`config.mk`:
```
export PLATFORM = sky130hd
export DESIGN_NAME = rtc_stamp_timer_resume_flat
export DESIGN_NICKNAME = d
export VERILOG_FILES = /design/src/sv/rtcst_pkg.sv /design/src/sv/rtcst_in_if.sv /design/src/sv/rtcst_out_if.sv /design/src/sv/rtc_stamp_timer_resume.sv /design/src/sv/rtcst_ctrl.sv /design/src/sv/rtcst_dp.sv /design/src/flat_wrapper.sv
export SDC_FILE = /design/constraint.sdc
export NUM_CORES = 1
export LEC_CHECK = 0
export BUFFER_PORTS_ARGS = -buffer_cell sky130_fd_sc_hd__buf_2
export CORE_ASPECT_RATIO = 0.8
export CORE_MARGIN = 5
export CORE_UTILIZATION = 50
export DETAILED_ROUTE_END_ITERATION = 10
export HOLD_SLACK_MARGIN = 0.03
export PLACE_DENSITY = 0.7
export SLEW_MARGIN = 0
export SYNTH_ARGS = -nofsm -noshare
export SYNTH_HDL_FRONTEND = slang
export SYNTH_SLANG_ARGS = --single-unit
```
`constraint.sdc`:
```
create_clock -name clk_i -period 19.1 [get_ports clk_i]
set_input_delay 3.82 -clock clk_i [delete_from_list [all_inputs] [get_ports clk_i]]
set_output_delay 3.82 -clock clk_i [all_outputs]
set_load 0.05 [all_outputs]
```
`src/sv/rtcst_pkg.sv`:
```
// rtcst_pkg: shared types, constants and the month table for the rtc stamp timer resume block
// no dependencies; imported by the controller, the datapath and the top level

package rtcst_pkg;

  // default tick rate of the timer counter
  localparam int unsigned TICKS_PER_SECOND_DEF = 4194304;
  localparam int unsigned TICKS_PER_SECOND_MAX = 100000000;

  localparam int unsigned SECS_PER_DAY  = 86400;
  localparam int unsigned SECS_PER_HOUR = 3600;
  localparam int unsigned DAYS_PER_YEAR = 365;

  // counter clear threshold and longest accepted off-time, in seconds
  localparam logic [63:0] CLEAR_SECS   = 64'(512) * 64'(SECS_PER_DAY);
  localparam logic [63:0] MAX_OFF_SECS = 64'(DAYS_PER_YEAR) * 64'(SECS_PER_DAY);

  localparam int unsigned DAYS_W = 16;  // day count since 2000, year byte up to 165
  localparam int unsigned HMS_W  = 20;  // seconds within a day, unchecked bytes included
  localparam int unsigned SECS_W = 33;  // seconds since 2000

  typedef enum logic [6:0] {
    S_IDLE = 7'b0000001,
    S_DEC  = 7'b0000010,
    S_DAYS = 7'b0000100,
    S_SECS = 7'b0001000,
    S_MUL  = 7'b0010000,
    S_CMP  = 7'b0100000,
    S_FIN  = 7'b1000000
  } rtcst_state_e;

  // step strobes from the controller to the datapath
  typedef struct packed {
    logic cap;
    logic dec;
    logic days;
    logic secs;
    logic mul;
    logic cmp;
    logic fin;
  } rtcst_cmd_t;

  typedef enum logic {
    KIND_STORE = 1'b0,
    KIND_LOAD  = 1'b1
  } rtcst_kind_e;

  // day of year at which each month starts, non-leap
  function automatic logic [8:0] month_start(input logic [3:0] idx);
    logic [8:0] r;
    unique case (idx)
      4'd0:    r = 9'd0;
      4'd1:    r = 9'd31;
      4'd2:    r = 9'd59;
      4'd3:    r = 9'd90;
      4'd4:    r = 9'd120;
      4'd5:    r = 9'd151;
      4'd6:    r = 9'd181;
      4'd7:    r = 9'd212;
      4'd8:    r = 9'd243;
      4'd9:    r = 9'd273;
      4'd10:   r = 9'd304;
      4'd11:   r = 9'd334;
      default: r = 9'd0;
    endcase
    return r;
  endfunction

endpackage

```
`src/sv/rtcst_in_if.sv`:
```
// rtcst_in_if: input channel of the rtc stamp timer resume block, valid/ready plus one word
// no dependencies

interface rtcst_in_if;
  logic        valid;
  logic        ready;
  logic        kind;
  logic [63:0] counter;
  logic        timer_cart;
  logic        rtc_ok;
  logic [31:0] time_word;
  logic [31:0] date_word;

  modport source (
    output valid, kind, counter, timer_cart, rtc_ok, time_word, date_word,
    input  ready
  );
  modport sink (
    input  valid, kind, counter, timer_cart, rtc_ok, time_word, date_word,
    output ready
  );
endinterface

```
`src/sv/rtcst_out_if.sv`:
```
// rtcst_out_if: result channel of the rtc stamp timer resume block, valid/ready plus one word
// no dependencies

interface rtcst_out_if;
  logic        valid;
  logic        ready;
  logic [63:0] counter_out;
  logic [63:0] wall_stamp;
  logic        stamp_valid;

  modport source (
    output valid, counter_out, wall_stamp, stamp_valid,
    input  ready
  );
  modport sink (
    input  valid, counter_out, wall_stamp, stamp_valid,
    output ready
  );
endinterface

```
`src/sv/rtc_stamp_timer_resume.sv`:
```
// rtc_stamp_timer_resume: timer counter snapshot and resume against rtc time, top level
// depends on rtcst_pkg, rtcst_in_if, rtcst_out_if, rtcst_ctrl and rtcst_dp
//
// usage:
//   in_i carries one word per save or load event: kind (0 store, 1 load), the
//   counter, timer_cart, rtc_ok and the bcd time and date words of the rtc.
//   out_o returns one word per input word: the resulting counter (the input
//   counter on store), the rtc time in ticks since 2000 and its valid flag.
//   a word is taken on a rising clk_i edge with valid and ready both high.
// sequencing:
//   once a word is taken, the decode, day count, seconds multiply, tick
//   multiply, compare and finish steps run one per cycle on one shared
//   sequencer, the finish step waiting while the output register is full;
//   so one word is in flight at a time and the next is taken after its finish.
// reset:
//   rst_ni clears the sequencer, the output valid flag, the saved counter and
//   the saved stamp (zero means no stamp).
// stall:
//   a result waits in the output register while out_o.ready is low; the next
//   word is still taken and worked on, and holds in its finish step until the
//   output register is free.

module rtc_stamp_timer_resume
  import rtcst_pkg::*;
#(
  parameter int unsigned TICKS_PER_SECOND = TICKS_PER_SECOND_DEF
) (
  input  logic          clk_i,
  input  logic          rst_ni,
  rtcst_in_if.sink      in_i,
  rtcst_out_if.source   out_o
);

  rtcst_cmd_t cmd;

  rtcst_ctrl u_ctrl (
    .clk_i       (clk_i),
    .rst_ni      (rst_ni),
    .in_valid_i  (in_i.valid),
    .in_ready_o  (in_i.ready),
    .out_valid_o (out_o.valid),
    .out_ready_i (out_o.ready),
    .cmd_o       (cmd)
  );

  rtcst_dp #(
    .TICKS_PER_SECOND (TICKS_PER_SECOND)
  ) u_dp (
    .clk_i         (clk_i),
    .rst_ni        (rst_ni),
    .cmd_i         (cmd),
    .kind_i        (in_i.kind),
    .counter_i     (in_i.counter),
    .timer_cart_i  (in_i.timer_cart),
    .rtc_ok_i      (in_i.rtc_ok),
    .time_word_i   (in_i.time_word),
    .date_word_i   (in_i.date_word),
    .counter_out_o (out_o.counter_out),
    .wall_stamp_o  (out_o.wall_stamp),
    .stamp_valid_o (out_o.stamp_valid)
  );

endmodule

```
`src/sv/rtcst_ctrl.sv`:
```
// rtcst_ctrl: step sequencer and output valid flag of the rtc stamp timer resume block
// depends on rtcst_pkg

module rtcst_ctrl
  import rtcst_pkg::*;
(
  input  logic       clk_i,
  input  logic       rst_ni,
  input  logic       in_valid_i,
  output logic       in_ready_o,
  output logic       out_valid_o,
  input  logic       out_ready_i,
  output rtcst_cmd_t cmd_o
);

  rtcst_state_e state_q, state_d;
  logic         out_valid_q, out_valid_d;

  always_comb begin
    state_d = state_q;
    cmd_o   = '0;
    unique case (state_q)
      S_IDLE: begin
        if (in_valid_i) begin
          cmd_o.cap = 1'b1;
          state_d   = S_DEC;
        end
      end
      S_DEC: begin
        cmd_o.dec = 1'b1;
        state_d   = S_DAYS;
      end
      S_DAYS: begin
        cmd_o.days = 1'b1;
        state_d    = S_SECS;
      end
      S_SECS: begin
        cmd_o.secs = 1'b1;
        state_d    = S_MUL;
      end
      S_MUL: begin
        cmd_o.mul = 1'b1;
        state_d   = S_CMP;
      end
      S_CMP: begin
        cmd_o.cmp = 1'b1;
        state_d   = S_FIN;
      end
      S_FIN: begin
        // finish only when the output register is free or being emptied
        if (!out_valid_q || out_ready_i) begin
          cmd_o.fin = 1'b1;
          state_d   = S_IDLE;
        end
      end
      default: state_d = S_IDLE;
    endcase
  end

  assign out_valid_d = (out_valid_q && !out_ready_i) || cmd_o.fin;
  assign in_ready_o  = (state_q == S_IDLE);
  assign out_valid_o = out_valid_q;

  always_ff @(posedge clk_i or negedge rst_ni) begin
    if (!rst_ni) begin
      state_q     <= S_IDLE;
      out_valid_q <= 1'b0;
    end else begin
      state_q     <= state_d;
      out_valid_q <= out_valid_d;
    end
  end

endmodule

```
`src/sv/rtcst_dp.sv`:
```
// rtcst_dp: bcd decode, tick scaling, resume arithmetic, saved state and output register
// depends on rtcst_pkg; driven step by step by rtcst_ctrl

module rtcst_dp
  import rtcst_pkg::*;
#(
  parameter int unsigned TICKS_PER_SECOND = TICKS_PER_SECOND_DEF
) (
  input  logic        clk_i,
  input  logic        rst_ni,
  input  rtcst_cmd_t  cmd_i,
  input  logic        kind_i,
  input  logic [63:0] counter_i,
  input  logic        timer_cart_i,
  input  logic        rtc_ok_i,
  input  logic [31:0] time_word_i,
  input  logic [31:0] date_word_i,
  output logic [63:0] counter_out_o,
  output logic [63:0] wall_stamp_o,
  output logic        stamp_valid_o
);

  localparam int unsigned TPS_W  = $clog2(TICKS_PER_SECOND + 1);
  localparam int unsigned PROD_W = SECS_W + TPS_W;
  localparam logic [TPS_W-1:0] TPS = TPS_W'(TICKS_PER_SECOND);
  localparam logic [63:0] CLEAR_LIMIT = CLEAR_SECS * 64'(TICKS_PER_SECOND);
  localparam logic [63:0] MAX_OFF     = MAX_OFF_SECS * 64'(TICKS_PER_SECOND);

  function automatic logic [7:0] bcd_byte(input logic [7:0] b);
    return 8'({4'd0, b[7:4]} * 8'd10) + {4'd0, b[3:0]};
  endfunction

  // captured word
  logic        kind_q, timer_q, rtc_q;
  logic [63:0] cnt_q;
  logic [31:0] time_q, date_q;
  // decoded fields
  logic [7:0]  sec_q, min_q, hr_q, day_q, mon_q, yr_q;
  logic        valid_q;
  logic [DAYS_W-1:0] days_q;
  logic [HMS_W-1:0]  hms_q;
  logic [SECS_W-1:0] secs_q;
  logic [63:0] stamp_q;
  logic [63:0] cnt_clr_q, off_q;
  logic        fwd_q;
  // persistent state
  logic [63:0] saved_q, wall_q;
  // output register
  logic [63:0] out_cnt_q, out_stamp_q;
  logic        out_valid_stamp_q;

  logic [7:0]        sec_d, min_d, hr_d, day_d, mon_d, yr_d;
  logic              valid_d;
  logic [DAYS_W-1:0] days_d;
  logic [HMS_W-1:0]  hms_d;
  logic [SECS_W-1:0] secs_d;
  logic [PROD_W-1:0] prod;
  logic [64:0]       diff;
  logic              is_load, resume;
  logic [63:0]       cnt_res;

  always_comb begin
    sec_d = bcd_byte(time_q[7:0]);
    min_d = bcd_byte(time_q[15:8]);
    hr_d  = bcd_byte(time_q[23:16]);
    day_d = bcd_byte(date_q[7:0]);
    mon_d = bcd_byte(date_q[15:8]);
    yr_d  = bcd_byte(date_q[23:16]);
    valid_d = rtc_q && (sec_d <= 8'd59) && (min_d <= 8'd59) && (hr_d <= 8'd23) &&
              (day_d >= 8'd1) && (day_d <= 8'd31) && (mon_d >= 8'd1) && (mon_d <= 8'd12);
  end

  always_comb begin
    days_d = DAYS_W'(DAYS_W'(yr_q) * DAYS_W'(DAYS_PER_YEAR))
           + DAYS_W'((9'(yr_q) + 9'd3) >> 2)
           + DAYS_W'(month_start(4'(mon_q - 8'd1)))
           + DAYS_W'((yr_q[1:0] == 2'd0) && (mon_q > 8'd2))
           + DAYS_W'(day_q) - DAYS_W'(1);
    hms_d  = HMS_W'(HMS_W'(hr_q) * HMS_W'(SECS_PER_HOUR))
           + HMS_W'(HMS_W'(min_q) * HMS_W'(60))
           + HMS_W'(sec_q);
    secs_d = SECS_W'(SECS_W'(days_q) * SECS_W'(SECS_PER_DAY)) + SECS_W'(hms_q);
    prod   = PROD_W'(secs_q) * PROD_W'(TPS);
  end

  // borrow of the subtract tells whether the off-time runs forward
  assign diff    = {1'b0, stamp_q} - {1'b0, wall_q};
  assign is_load = (kind_q == KIND_LOAD);
  assign resume  = is_load && timer_q && (wall_q != 64'd0) && valid_q && fwd_q &&
                   (off_q <= MAX_OFF);
  assign cnt_res = resume ? (saved_q + off_q) : cnt_clr_q;

  always_ff @(posedge clk_i) begin
    if (cmd_i.cap) begin
      kind_q  <= kind_i;
      cnt_q   <= counter_i;
      timer_q <= timer_cart_i;
      rtc_q   <= rtc_ok_i;
      time_q  <= time_word_i;
      date_q  <= date_word_i;
    end
    if (cmd_i.dec) begin
      sec_q   <= sec_d;
      min_q   <= min_d;
      hr_q    <= hr_d;
      day_q   <= day_d;
      mon_q   <= mon_d;
      yr_q    <= yr_d;
      valid_q <= valid_d;
    end
    if (cmd_i.days) begin
      days_q <= days_d;
      hms_q  <= hms_d;
    end
    if (cmd_i.secs) begin
      secs_q <= secs_d;
    end
    if (cmd_i.mul) begin
      stamp_q <= valid_q ? 64'(prod) : 64'd0;
    end
    if (cmd_i.cmp) begin
      cnt_clr_q <= (is_load && timer_q && (cnt_q >= CLEAR_LIMIT)) ? 64'd0 : cnt_q;
      off_q     <= diff[63:0];
      fwd_q     <= !diff[64];
    end
    if (cmd_i.fin) begin
      out_cnt_q         <= is_load ? cnt_res : cnt_q;
      out_stamp_q       <= stamp_q;
      out_valid_stamp_q <= valid_q;
    end
  end

  // snapshot state, written on store only
  always_ff @(posedge clk_i or negedge rst_ni) begin
    if (!rst_ni) begin
      saved_q <= 64'd0;
      wall_q  <= 64'd0;
    end else if (cmd_i.fin && !is_load) begin
      saved_q <= cnt_q;
      wall_q  <= timer_q ? stamp_q : 64'd0;
    end
  end

  assign counter_out_o = out_cnt_q;
  assign wall_stamp_o  = out_stamp_q;
  assign stamp_valid_o = out_valid_stamp_q;

endmodule

```
`src/flat_wrapper.sv`:
```
// flat-port wrapper written by rule: the top's interface ports become plain ports
module rtc_stamp_timer_resume_flat import rtcst_pkg::*;
#(
  parameter int unsigned TICKS_PER_SECOND = TICKS_PER_SECOND_DEF
)
  (clk_i, rst_ni, in_i_valid, in_i_kind, in_i_counter, in_i_timer_cart, in_i_rtc_ok, in_i_time_word, in_i_date_word, in_i_ready, out_o_valid, out_o_counter_out, out_o_wall_stamp, out_o_stamp_valid, out_o_ready);
  rtcst_in_if in_i_i ();
  rtcst_out_if out_o_i ();
  input  logic clk_i;
  input  logic rst_ni;
  input wire logic [$bits(in_i_i.valid)-1:0] in_i_valid;
  input wire logic [$bits(in_i_i.kind)-1:0] in_i_kind;
  input wire logic [$bits(in_i_i.counter)-1:0] in_i_counter;
  input wire logic [$bits(in_i_i.timer_cart)-1:0] in_i_timer_cart;
  input wire logic [$bits(in_i_i.rtc_ok)-1:0] in_i_rtc_ok;
  input wire logic [$bits(in_i_i.time_word)-1:0] in_i_time_word;
  input wire logic [$bits(in_i_i.date_word)-1:0] in_i_date_word;
  output wire logic [$bits(in_i_i.ready)-1:0] in_i_ready;
  output wire logic [$bits(out_o_i.valid)-1:0] out_o_valid;
  output wire logic [$bits(out_o_i.counter_out)-1:0] out_o_counter_out;
  output wire logic [$bits(out_o_i.wall_stamp)-1:0] out_o_wall_stamp;
  output wire logic [$bits(out_o_i.stamp_valid)-1:0] out_o_stamp_valid;
  input wire logic [$bits(out_o_i.ready)-1:0] out_o_ready;
  assign in_i_i.valid = in_i_valid;
  assign in_i_i.kind = in_i_kind;
  assign in_i_i.counter = in_i_counter;
  assign in_i_i.timer_cart = in_i_timer_cart;
  assign in_i_i.rtc_ok = in_i_rtc_ok;
  assign in_i_i.time_word = in_i_time_word;
  assign in_i_i.date_word = in_i_date_word;
  assign in_i_ready = in_i_i.ready;
  assign out_o_valid = out_o_i.valid;
  assign out_o_counter_out = out_o_i.counter_out;
  assign out_o_wall_stamp = out_o_i.wall_stamp;
  assign out_o_stamp_valid = out_o_i.stamp_valid;
  assign out_o_i.ready = out_o_ready;
  rtc_stamp_timer_resume #(.TICKS_PER_SECOND(TICKS_PER_SECOND)) u_core (.clk_i(clk_i), .rst_ni(rst_ni), .in_i(in_i_i), .out_o(out_o_i));
endmodule
```
---- Yosys cells after proc, flatten, opt, wreduce, memory -nomap -nowiden ----
Memories as Yosys holds them, arrays and structs flattened.
Index checks and enable logic that the tools add are counted.
word-level totals
  memories kept ........................... 1
  word-level logic and storage cells ...... 116
  bits in read-only memories .............. 144
  input bits .............................. 135
  register bits ........................... 691
  output and inout bits ................... 131
cells by class
  multiplexer cells ....................... 15
  $lt $le $gt $ge ......................... 10
  eq/ne operators ......................... 9
  $mul .................................... 10
  add/sub/neg operators ................... 18
  reduce and logical (&&, ||, !) cells .... 25
memories
  memory           depth  bits a word  read ports  clocked after Yosys merged registers in  write ports  RTL line         source
  (no name shown)  16     9            1           0                                        0            rtcst_pkg.sv:51  unique case (idx)
operator list
  operator                                                                 count
  64-bit two-way mux                                                       3
  64-bit by 64-bit subtractor with 65-bit output                           1
  64-bit adder                                                             1
  64-bit by 48-bit >= comparator with 1-bit output, second input constant  1
  64-bit by 47-bit <= comparator with 1-bit output, second input constant  1
  64-bit nonzero test                                                      1
  7-bit case mux with 7 select lines                                       1
  8-bit by 4-bit adder with 8-bit output                                   6
  4-bit by 3-bit multiplier with 7-bit output, second input constant       6
  33-bit by 20-bit adder with 33-bit output                                1
  16-bit by 10-bit multiplier with 26-bit output, second input constant    1
  20-bit by 14-bit adder with 20-bit output                                1
  20-bit by 8-bit adder with 20-bit output                                 1
  16-bit by 1-bit adder with 16-bit output                                 1
  16-bit by 7-bit adder with 16-bit output                                 1
  16-bit by 8-bit adder with 16-bit output                                 1
  16-bit by 9-bit adder with 16-bit output                                 1
  8-bit by 1-bit >= comparator with 1-bit output, second input constant    2
  8-bit by 5-bit <= comparator with 1-bit output, second input constant    2
  8-bit by 6-bit <= comparator with 1-bit output, second input constant    2
  1-bit logical AND                                                        16
  8-bit by 8-bit multiplier with 16-bit output, second input constant      1
  8-bit by 9-bit multiplier with 16-bit output, second input constant      1
  16-bit by 1-bit subtractor with 16-bit output, second input constant     1
  other kinds (19)                                                         33

---- Longest topological paths before layout ----
Gate-level depths: netlist of run 1.
  depth in word-level cells ............... 10
  mapped depth ............................ 28

---- By module ----
A second synthesis of run 1 with hierarchy kept.
unflattened totals
  cells, all modules ...................... 2935
  area total of the unflattened synthesis .. 34850.9 µm²
modules (own cells, without submodules)
  module      sequential area each (µm²)  area an instance (µm²)  cells an instance  times used
  rtcst_dp    16570.9                     34393.0                 2890               1
  rtcst_ctrl  201.4                       457.9                   45                 1

---- Worst setup path before layout of run 1 ----
No wires, ideal clock.
  path kind ............................... register to register
  from .................................... register u_core.u_ctrl.state_q[1]
  to ...................................... register u_core.u_ctrl.state_q[0]
  clock period less this slack ............ 9.662 ns
  arrival time ............................ 9.500 ns
  setup time .............................. 0.162 ns
  setup slack ............................. 9.438 ns
  stages on the path, launching flop included .. 6
  cells stage by stage .................... dfrtp_1 > nor3_1 > nand2_1 > nor3b_1 > o21bai_1 > o31ai_1
between the ends
  word-level cells in the longest chain between the ends .. 3
  elaborated cells between the ends (all ways) .. 11
RTL lines
  what                                                                                          RTL line          source
  start, declared                                                                               rtcst_ctrl.sv:16  rtcst_state_e state_q, state_d;
  start signal, assigned                                                                        rtcst_ctrl.sv:69  state_q <= state_d;
  7-bit equality test / 7-bit by 1-bit equality test with 1-bit output (equally long branches)  rtcst_ctrl.sv:22  unique case (state_q)
  2-bit inequality test (no line)                                                               -
  2-bit AND reduction (no line)                                                                 -
Several ways; a longest one is shown, not always the timed one.
A chain may end at the register's enable or synchronous reset.

---- Final worst setup path of run 1 ----
  from .................................... register u_core.u_ctrl.state_q[3]
  to ...................................... output port in_i_ready
between the ends
  word-level cells in the longest chain between the ends .. 1
RTL lines
  what                                            RTL line            source
  7-bit by 1-bit equality test with 1-bit output  rtcst_ctrl.sv:61    assign in_ready_o = (state_q == S_IDLE);
  end, declared                                   flat_wrapper.sv:18  output wire logic [$bits(in_i_i.ready)-1:0] in_i_ready;
No other way between the ends.

==> results.yml, run 1 <==
floorplanning:
  core_mm2: 0.06865
  rows: 86
  ioPinCount: 266
  dieWidth_um: 304.0
  die_area_mm2: 0.07454
  die_y_um: 245.2
  initial_utilization_pct: 50.36
place:
  hpwlAfterDp_um: 52010
  place.gp.congestion: 0.9185
  port_buffers: 218
  post-place-ws_ps: 12890
  place_inst: 4103
route:
  drc: 0
  ant_nets: 0
  wl_per_cell_um: 16.58
  drt_iter0_drc: 1354
  dr.pass1.iters: 6
  vias: 22110
  viasPerCell: 5.247
  routed_wl_um: 69860
setup_path:
  crit_required_ps: 15280
  path_class: "register to primary output"
  startpoint_type: "register"
  crit_chain: "nor2_1 > nand2_1 > nor4b_1 > buf_2"
  crit_arrival_ps: 2400
  crit_path_top_delay_cell: "nor4b_1"
  cp_max_fo: 5
  slowest_delay_ps: 620
  end_kind: "primary output"
yosys:
  yosys.area_share.simple_pct: 11.26
  async_reset_ff_share_pct: 18.23
  ys_seq_area_share_pct: 48.51
  synth_top_cells_by_area: "edfxtp_1 (41%), ha_1 (12%), dfrtp_1 (7.5%), fa_1 (6.8%), xnor2_1 (3.5%)"
  syn_area_per_cell_um2: 11.43
  synth_mux_area_share_pct: 1.325
  postSynthCellCount: 3024
  netlist_area_mm2: 0.03457
  synth-main-ff-cell: "edfxtp_1"
  synth_top_area_cell: "edfxtp_1"
  yosysWarnings: 0
  synth_fa_ha_area_share_pct: 19.32
  ys_seq_elements: 576
  synth_commonest_cells: "edfxtp_1 (471), ha_1 (345), nand2_1 (282), inv_1 (275), a21oi_1 (196)"
  synth_cell_types: 83
  synthXorXnorAreaFrac_pct: 5.085
  synth_edf_count: 471
  synth_top_family_by_area: "adder cells"
  yosysTopAreaCellShare_pct: 40.91
  synth-compound-area-share_pct: 9.927
  yosysMostFrequentCell: "edfxtp_1"
finish:
  nets: 3836
  areaGrowthSynthToFinish_pct: 11.63
  fin_cells: 4213
  drive_gt1_share_pct: 11.32
  fin_util_pct: 56.21
job:
  maxCapViolations: 0
grt:
  grt_pass1_vias: 21990
  grt_antenna_before_repair: 4
  grt_overflow: 0
  track_usage_pct: 18.75
  grt_pass1_wl_um: 115300
  grt_start_max_net_pins: 102
timing:
  rsz0062_at_grt: "false"
  period_minus_slack_ps: 6219
  slew_viol_final: 0
  worst_pin_slew_ps: 1155
  max-slew-margin-rel_pct: 23.00
  finalHoldViolations: 0
  fin_crit_sh_pct: 32.56
  fin_skew_ps: 60.63
  fin_tns_setup_ps: 0
  fin_ws_ps: 12880
  setup_viol: 0
  clock.fmax_mhz: 160.8
cts:
  cts_made_buffers: 57
  ctsHoldBuffers: 0
  cts_tree: "yes"
  cts_sinks: 576
  cts_buffer_depth: 3
  clk_latency_ps: 640
  ctsResizeCount: 0
  cts_setup_buffers: 0
  root_buffer: "clkbuf_16"
  htreeDepth: 2
  cts.clk_slew.worst_paths_ps: 60
status:
  status: "completed"
worst_hold_path:
  hold_path.class: "register to register"
## path summary, 6_finish.rpt
check	startpoint	to	slack, ps	depth (start not counted)
min	u_core.u_dp.sec_q[1]	u_core.u_dp.hms_q[1]	420	0
max reg2reg	u_core.u_dp.mon_q[0]	u_core.u_dp.days_q[14]	13160	23
min reg2reg	u_core.u_dp.sec_q[1]	u_core.u_dp.hms_q[1]	420	0
max	u_core.u_ctrl.state_q[3]	in_i_ready	12880	4
min in group asynchronous	rst_ni	u_core.u_dp.wall_q[33]	3230	1
max in group asynchronous	rst_ni	u_core.u_dp.saved_q[1]	14470	2
## sequential cells by signal, summed over array words and instances, names as in the netlist, 7 cells and up
register,flops
u_core.u_dp.stamp_q,33
u_core.u_dp.date_q,24
u_core.u_dp.saved_q,64
u_core.u_dp.cnt_q,64
u_core.u_dp.off_q,42
u_core.u_dp.day_q,8
u_core.u_dp.yr_q,8
u_core.u_dp.hms_q,20
u_core.u_dp.mon_q,8
u_core.u_dp.hr_q,8
u_core.u_dp.wall_q,33
u_core.u_dp.cnt_clr_q,64
u_core.u_dp.counter_out_o,64
u_core.u_dp.days_q,16
u_core.u_dp.wall_stamp_o,33
u_core.u_dp.time_q,24
u_core.u_dp.sec_q,8
u_core.u_dp.min_q,8
u_core.u_ctrl.state_q,7
u_core.u_dp.secs_q,33
## layout by cell type (no fill, tap or decap), types with 25 or more instances in the layout
cell type  count
clkbuf_16     58
a21oi_1      195
dfrtp_1      104
mux2i_1       39
inv_1        275
nor2b_1       98
xnor2_1      140
ha_1         345
nand3_1       61
o21ai_0      122
xor2_1        57
nor3_1        27
buf_2        217
conb_1        31
fa_1         118
o21bai_1      28
nand2_1      282
nand4_1       25
and2_1        38
a21o_1        71
edfxtp_1     471
nor2_1       154
nand2b_1      25
## area by class of cell
type	instances	area, µm²
Fill cell	5816	30060
Antenna cell	2	5.005
Inverter	275	1032
Timing Repair Buffer	236	1229
Multi-Input combinational cell	2092	16400
Tap cell	924	1156
Clock inverter	37	490.5
Clock buffer	71	1510
Sequential cell	576	16770
## metal layers
| metal | global-route usage (%) | vias up | routed length [µm] |
|---|---|---|---|
| li1 | - | 11030 | - |
| met1 | 26.25 | 10500 | 31750 |
| met2 | 31.14 | 475 | 32800 |
| met3 | 2.769 | 103 | 3562 |
| met4 | 4.755 | 0 | 1756 |
| met5 | 0 | - | 0 |
## per-stage QoR
step	hold WS, ps	cell area [µm²]
global placement	402.4	36590
global route	430.8	38590
detailed placement	404.5	36590
floorplan	400.3	34680
finish	418.0	38590
CTS	419.0	38590
## worst max-delay path, delay by kind of cell (launching register included)
family | cells | cell delay (ps)
flops | 1 | 410
simple gates | 3 | 1010
buf+inv | 1 | 390
## cells by family after synthesis
logic type	count (synthesis)
AO/OA/AOI/OAI	552
XOR/XNOR	199
adder cells (fa/ha/maj)	463
buffers and inverters	386
flip-flops	576
multiplexers	45
other	1
AND/OR/NAND/NOR	802
Power of run 1 is left out: the tool's default activity adds up to more than one toggle a clock period on the data nets, which glitch-free logic cannot reach.
==> run 2, diff against run 1 <==
==> constraint.sdc (replaced) <==
create_clock -name clk_i -period 6.3 [get_ports clk_i]
set_input_delay 1.26 -clock clk_i [delete_from_list [all_inputs] [get_ports clk_i]]
set_output_delay 1.26 -clock clk_i [all_outputs]
set_load 0.05 [all_outputs]
==> results.yml, run 2 (synthesized netlist as in run 1, its figures left out) <==
floorplanning:
  rows: 86
  die_area_mm2: 0.07454
  dieWidth_um: 304.0
  die_y_um: 245.2
  core_mm2: 0.06865
  ioPinCount: 266
  initial_utilization_pct: 50.36
route:
  routed_wl_um: 71120
  vias: 22240
  ant_nets: 0
  dr.pass1.iters: 6
  viasPerCell: 5.268
  drt_iter0_drc: 1373
  drc: 0
  wl_per_cell_um: 16.85
timing:
  max-slew-margin-rel_pct: 33.88
  setup_viol: 0
  fin_skew_ps: 73.30
  fin_tns_setup_ps: 0
  slew_viol_final: 0
  fin_crit_sh_pct: 93.67
  finalHoldViolations: 0
  rsz0062_at_grt: "false"
  period_minus_slack_ps: 5901
  worst_pin_slew_ps: 991.8
  clock.fmax_mhz: 169.5
grt:
  grt_overflow: 0
  grt_pass1_vias: 22090
  grt_antenna_before_repair: 4
  use_met1_pct: 26.91
  grt_start_max_net_pins: 99
  grt_util_met3_pct: 2.674
  grt_pass1_wl_um: 116400
  grtUsageMet2_pct: 31.21
  busiest_layer: "met2"
  track_usage_pct: 18.94
cts:
  cts_made_buffers: 59
  ctsHoldBuffers: 0
  cts_tree: "yes"
  clk_latency_ps: 660
  htreeDepth: 2
  root_buffer: "clkbuf_16"
  cts.clk_slew.worst_paths_ps: 60
  cts_buffer_depth: 3
  cts_sinks: 576
finish:
  final_cell_mix: "edfxtp_1 (471), ha_1 (345), nand2_1 (282)"
  mostFrequentLayoutCell: "edfxtp_1"
  register_area_mm2: 0.01677
  fill_cells: 5850
  multi_input_comb_area_mm2: 0.01642
  drive_gt1_share_pct: 11.60
  nets: 3845
  areaGrowthSynthToFinish_pct: 11.87
worst_hold_path:
  hold_path.class: "register to register"
setup_path:
  crit_arrival_ps: 6230
  end_kind: "register"
  cp_max_fo: 9
  path_class: "register to register"
  crit_required_ps: 6630
  startpoint_type: "register"
status:
  status: "completed"
place:
  place.gp.congestion: 0.9368
  port_buffers: 218
  hpwlAfterDp_um: 52870
job:
  maxCapViolations: 0
run 2: routing by layer:
metal | part of all wire [%] | wire length (µm) | vias up
li1 | - | - | 11070
met2 | 47 | 33150 | 485
met4 | 2.3 | 1669 | 0
met5 | 0 | 0 | -
met1 | 46 | 32900 | 10580
met3 | 4.8 | 3402 | 105
run 2: through the flow:
step / cell area, µm² / hold WS, ps / worst slack, ps / cells / utilization, %
2_1_floorplan: 34700 / 400.3 / 342.9 / 3054 / -
3_3_place_gp: 36650 / 401.1 / 505.3 / 4108 / 53.39
3_5_place_dp: 36650 / 405.4 / 401.7 / 4108 / 53.39
4_1_cts: 38650 / 412.6 / 337.2 / 4216 / 56.29
5_1_grt: 38670 / 424.8 / 7.275 / 4220 / 56.33
6_report: 38680 / 411.4 / 398.8 / 4221 / 56.34
run 2: layout make-up:
type                            count  area share [%]
Clock buffer                       77           4.199
Inverter                          275           2.669
Sequential cell                   576           43.37
Tap cell                          924           2.989
Clock inverter                     31          0.9576
Antenna cell                        3         0.01941
Timing Repair Buffer              243           3.345
Multi-Input combinational cell   2092           42.45
run 2: timing repair:
item / in CTS / in global routing
gates resized for setup: 0 / 3
setup endpoints to repair: 0 / 4
setup buffers: 0 / 2
hold endpoints to repair: 0 / 0
run 2: path summary, 6_finish.rpt:
path / slack, ps / startpoint / end / cells after the start
max in group asynchronous: 4290 / rst_ni / u_core.u_dp.saved_q[60] / 2
setup / recovery: 400 / u_core.u_dp.mon_q[1] / u_core.u_dp.days_q[15] / 23
hold reg to reg: 410 / u_core.u_dp.hms_q[0] / u_core.u_dp.secs_q[0] / 0
min in group asynchronous: 770 / rst_ni / u_core.u_dp.saved_q[35] / 1
hold / removal: 410 / u_core.u_dp.hms_q[0] / u_core.u_dp.secs_q[0] / 0
setup reg to reg: 400 / u_core.u_dp.mon_q[1] / u_core.u_dp.days_q[15] / 23
run 2: critical path, stage by stage, from the launching register on:
cell and delay, ps:
edfxtp_1 440, inv_1 190, ha_1 230, inv_1 80, ha_1 440, inv_1 100
a21oi_1 150, a21oi_1 50, o21ai_0 130, fa_1 490, fa_1 510, fa_1 500
inv_1 60, fa_1 470, ha_1 350, inv_1 50, o21ai_0 150, a21oi_1 110
o21bai_1 200, a41oi_1 160, a211oi_1 350, a21o_1 170, a21oi_1 70, xnor2_1 130
Power of run 2 is left out for the same reason.
==> run 3, diff against run 2 <==
--- a/config.mk
+++ b/config.mk
@@ -8,10 +8,10 @@
 export BUFFER_PORTS_ARGS = -buffer_cell sky130_fd_sc_hd__buf_2
 export CORE_ASPECT_RATIO = 0.8
 export CORE_MARGIN = 5
-export CORE_UTILIZATION = 50
+export CORE_UTILIZATION = 28
 export DETAILED_ROUTE_END_ITERATION = 10
 export HOLD_SLACK_MARGIN = 0.03
-export PLACE_DENSITY = 0.7
+export PLACE_DENSITY = 0.45
 export SLEW_MARGIN = 0
 export SYNTH_ARGS = -nofsm -noshare
 export SYNTH_HDL_FRONTEND = slang
==> results.yml, run 3 (synthesized netlist as in run 1, its figures left out) <==
finish:
  final_cell_mix: "edfxtp_1 (471), ha_1 (345), nand2_1 (282)"
  nets: 3854
  register_area_mm2: 0.01677
  fill_cells: 12420
  areaGrowthSynthToFinish_pct: 15.62
  drive_gt1_share_pct: 11.84
  multi_input_comb_area_mm2: 0.01643
  mostFrequentLayoutCell: "edfxtp_1"
setup_path:
  end_kind: "register"
  crit_required_ps: 6660
  reg2reg_from: "u_core.u_dp.mon_q[1]"
  cp_max_fo: 9
  critPathLaunch: "u_core.u_dp.mon_q[1]"
  startpoint_type: "register"
  r2r_end: "u_core.u_dp.days_q[15]"
  endpoint: "u_core.u_dp.days_q[15]"
  crit_arrival_ps: 6280
  worstRegToRegCells: 22
  path_class: "register to register"
  ff2ff_setup_slack_ps: 380
cts:
  cts.clk_slew.worst_paths_ps: 50
  cts_buffer_depth: 3
  clk_latency_ps: 670
  ctsHoldBuffers: 0
  cts_sinks: 576
  htreeDepth: 3
  cts_tree: "yes"
  cts_made_buffers: 70
  root_buffer: "clkbuf_16"
timing:
  slew_viol_final: 0
  worst_pin_slew_ps: 1041
  fin_tns_setup_ps: 0
  clock.fmax_mhz: 168.8
  setup_viol: 0
  rsz0062_at_grt: "false"
  max-slew-margin-rel_pct: 30.59
  period_minus_slack_ps: 5924
  fin_crit_sh_pct: 94.04
  fin_skew_ps: 57.13
  finalHoldViolations: 0
grt:
  grt_overflow: 0
  track_usage_pct: 12.69
  grt_pass1_wl_um: 130400
  grt_pass1_vias: 22410
  grt_antenna_before_repair: 1
  grt_start_max_net_pins: 109
route:
  drc: 0
  vias: 21820
  viasPerCell: 4.410
  ant_nets: 0
  dr.pass1.iters: 5
  routed_wl_um: 82860
  drt_iter0_drc: 1207
  wl_per_cell_um: 16.74
floorplanning:
  dieWidth_um: 402.9
  core_mm2: 0.1227
  ioPinCount: 266
  initial_utilization_pct: 28.17
  die_area_mm2: 0.1306
  rows: 115
  die_y_um: 324.3
worst_hold_path:
  hold_path.class: "register to register"
place:
  hpwlAfterDp_um: 61100
  port_buffers: 218
  place.gp.congestion: 0.8065
job:
  maxCapViolations: 0
status:
  status: "completed"
[run 3: cell types whose count changed in the layout (fill, tap and decap cells not counted), sizes merged]
cell,before,now
clkbuf,77,88
clkinv,18,23
bufinv,5,8
buf,243,241
diode,3,1
clkinvlp,4,3
[run 3: layer usage]
layer / track usage, % / up-vias / routed length, µm
li1: - / 11070 / -
met2: 20.09 / 353 / 36630
met5: 0 / - / 0
met1: 18.09 / 10320 / 41500
met3: 2.530 / 82 / 3408
met4: 2.686 / 0 / 1317
[run 3: worst min path at each step]
stage               slack (ps)  cells past startpoint                   start                    end
global placement           400                      0    u_core.u_dp.hms_q[0]  u_core.u_dp.secs_q[0]
finish                     420                      0    u_core.u_dp.hms_q[6]  u_core.u_dp.secs_q[6]
global route               420                      0    u_core.u_dp.hms_q[0]  u_core.u_dp.secs_q[0]
CTS                        420                      0    u_core.u_dp.hms_q[6]  u_core.u_dp.secs_q[6]
detailed placement         410                      0  u_core.u_dp.date_q[16]    u_core.u_dp.yr_q[0]
floorplan                  400                      0    u_core.u_dp.sec_q[0]   u_core.u_dp.hms_q[0]
[run 3: area by class of cell]
type	count	share of cell area (%)
sequential	576	41.96
multi-input combinational	2092	41.09
tap	1638	5.127
clock buffer	88	4.677
timing repair buffer	241	3.230
inverter	275	2.582
clock inverter	38	1.321
antenna	1	0.006261
[run 3: through the flow]
stage / setup slack [ps] / hold slack [ps] / util, % / std cells / area, µm²
floorplan: 342.9 / 400.3 / - / 3054 / 34700
global placement: 402.7 / 404.4 / 30.58 / 4819 / 37540
detailed placement: 366.2 / 405.4 / 30.58 / 4819 / 37540
CTS: 297.5 / 418.7 / 32.54 / 4945 / 39930
global route: 9.194 / 423.5 / 32.57 / 4949 / 39970
finish: 375.6 / 416.1 / 32.57 / 4949 / 39970
[run 3: repair_timing]
item | in CTS | in global routing
endpoints found under the setup margin | 0 | 2
resized for setup | 0 | 2
buffers inserted | 0 | 3
[run 3: critical path, stage by stage, from the launching register on]
cell and delay [ps]:
edfxtp_1 450, inv_1 190, ha_1 220, inv_1 70, ha_1 400, inv_1 120
a21oi_1 70, a21oi_1 190, fa_1 470, fa_1 520, inv_1 50, fa_1 470
fa_1 490, ha_1 350, a21oi_1 220, o21ai_0 110, a21oi_1 220, o21bai_1 120
a41oi_1 320, a211oi_2 140, a21o_1 190, a21oi_1 160, xnor2_1 80
Power of run 3 is left out for the same reason.
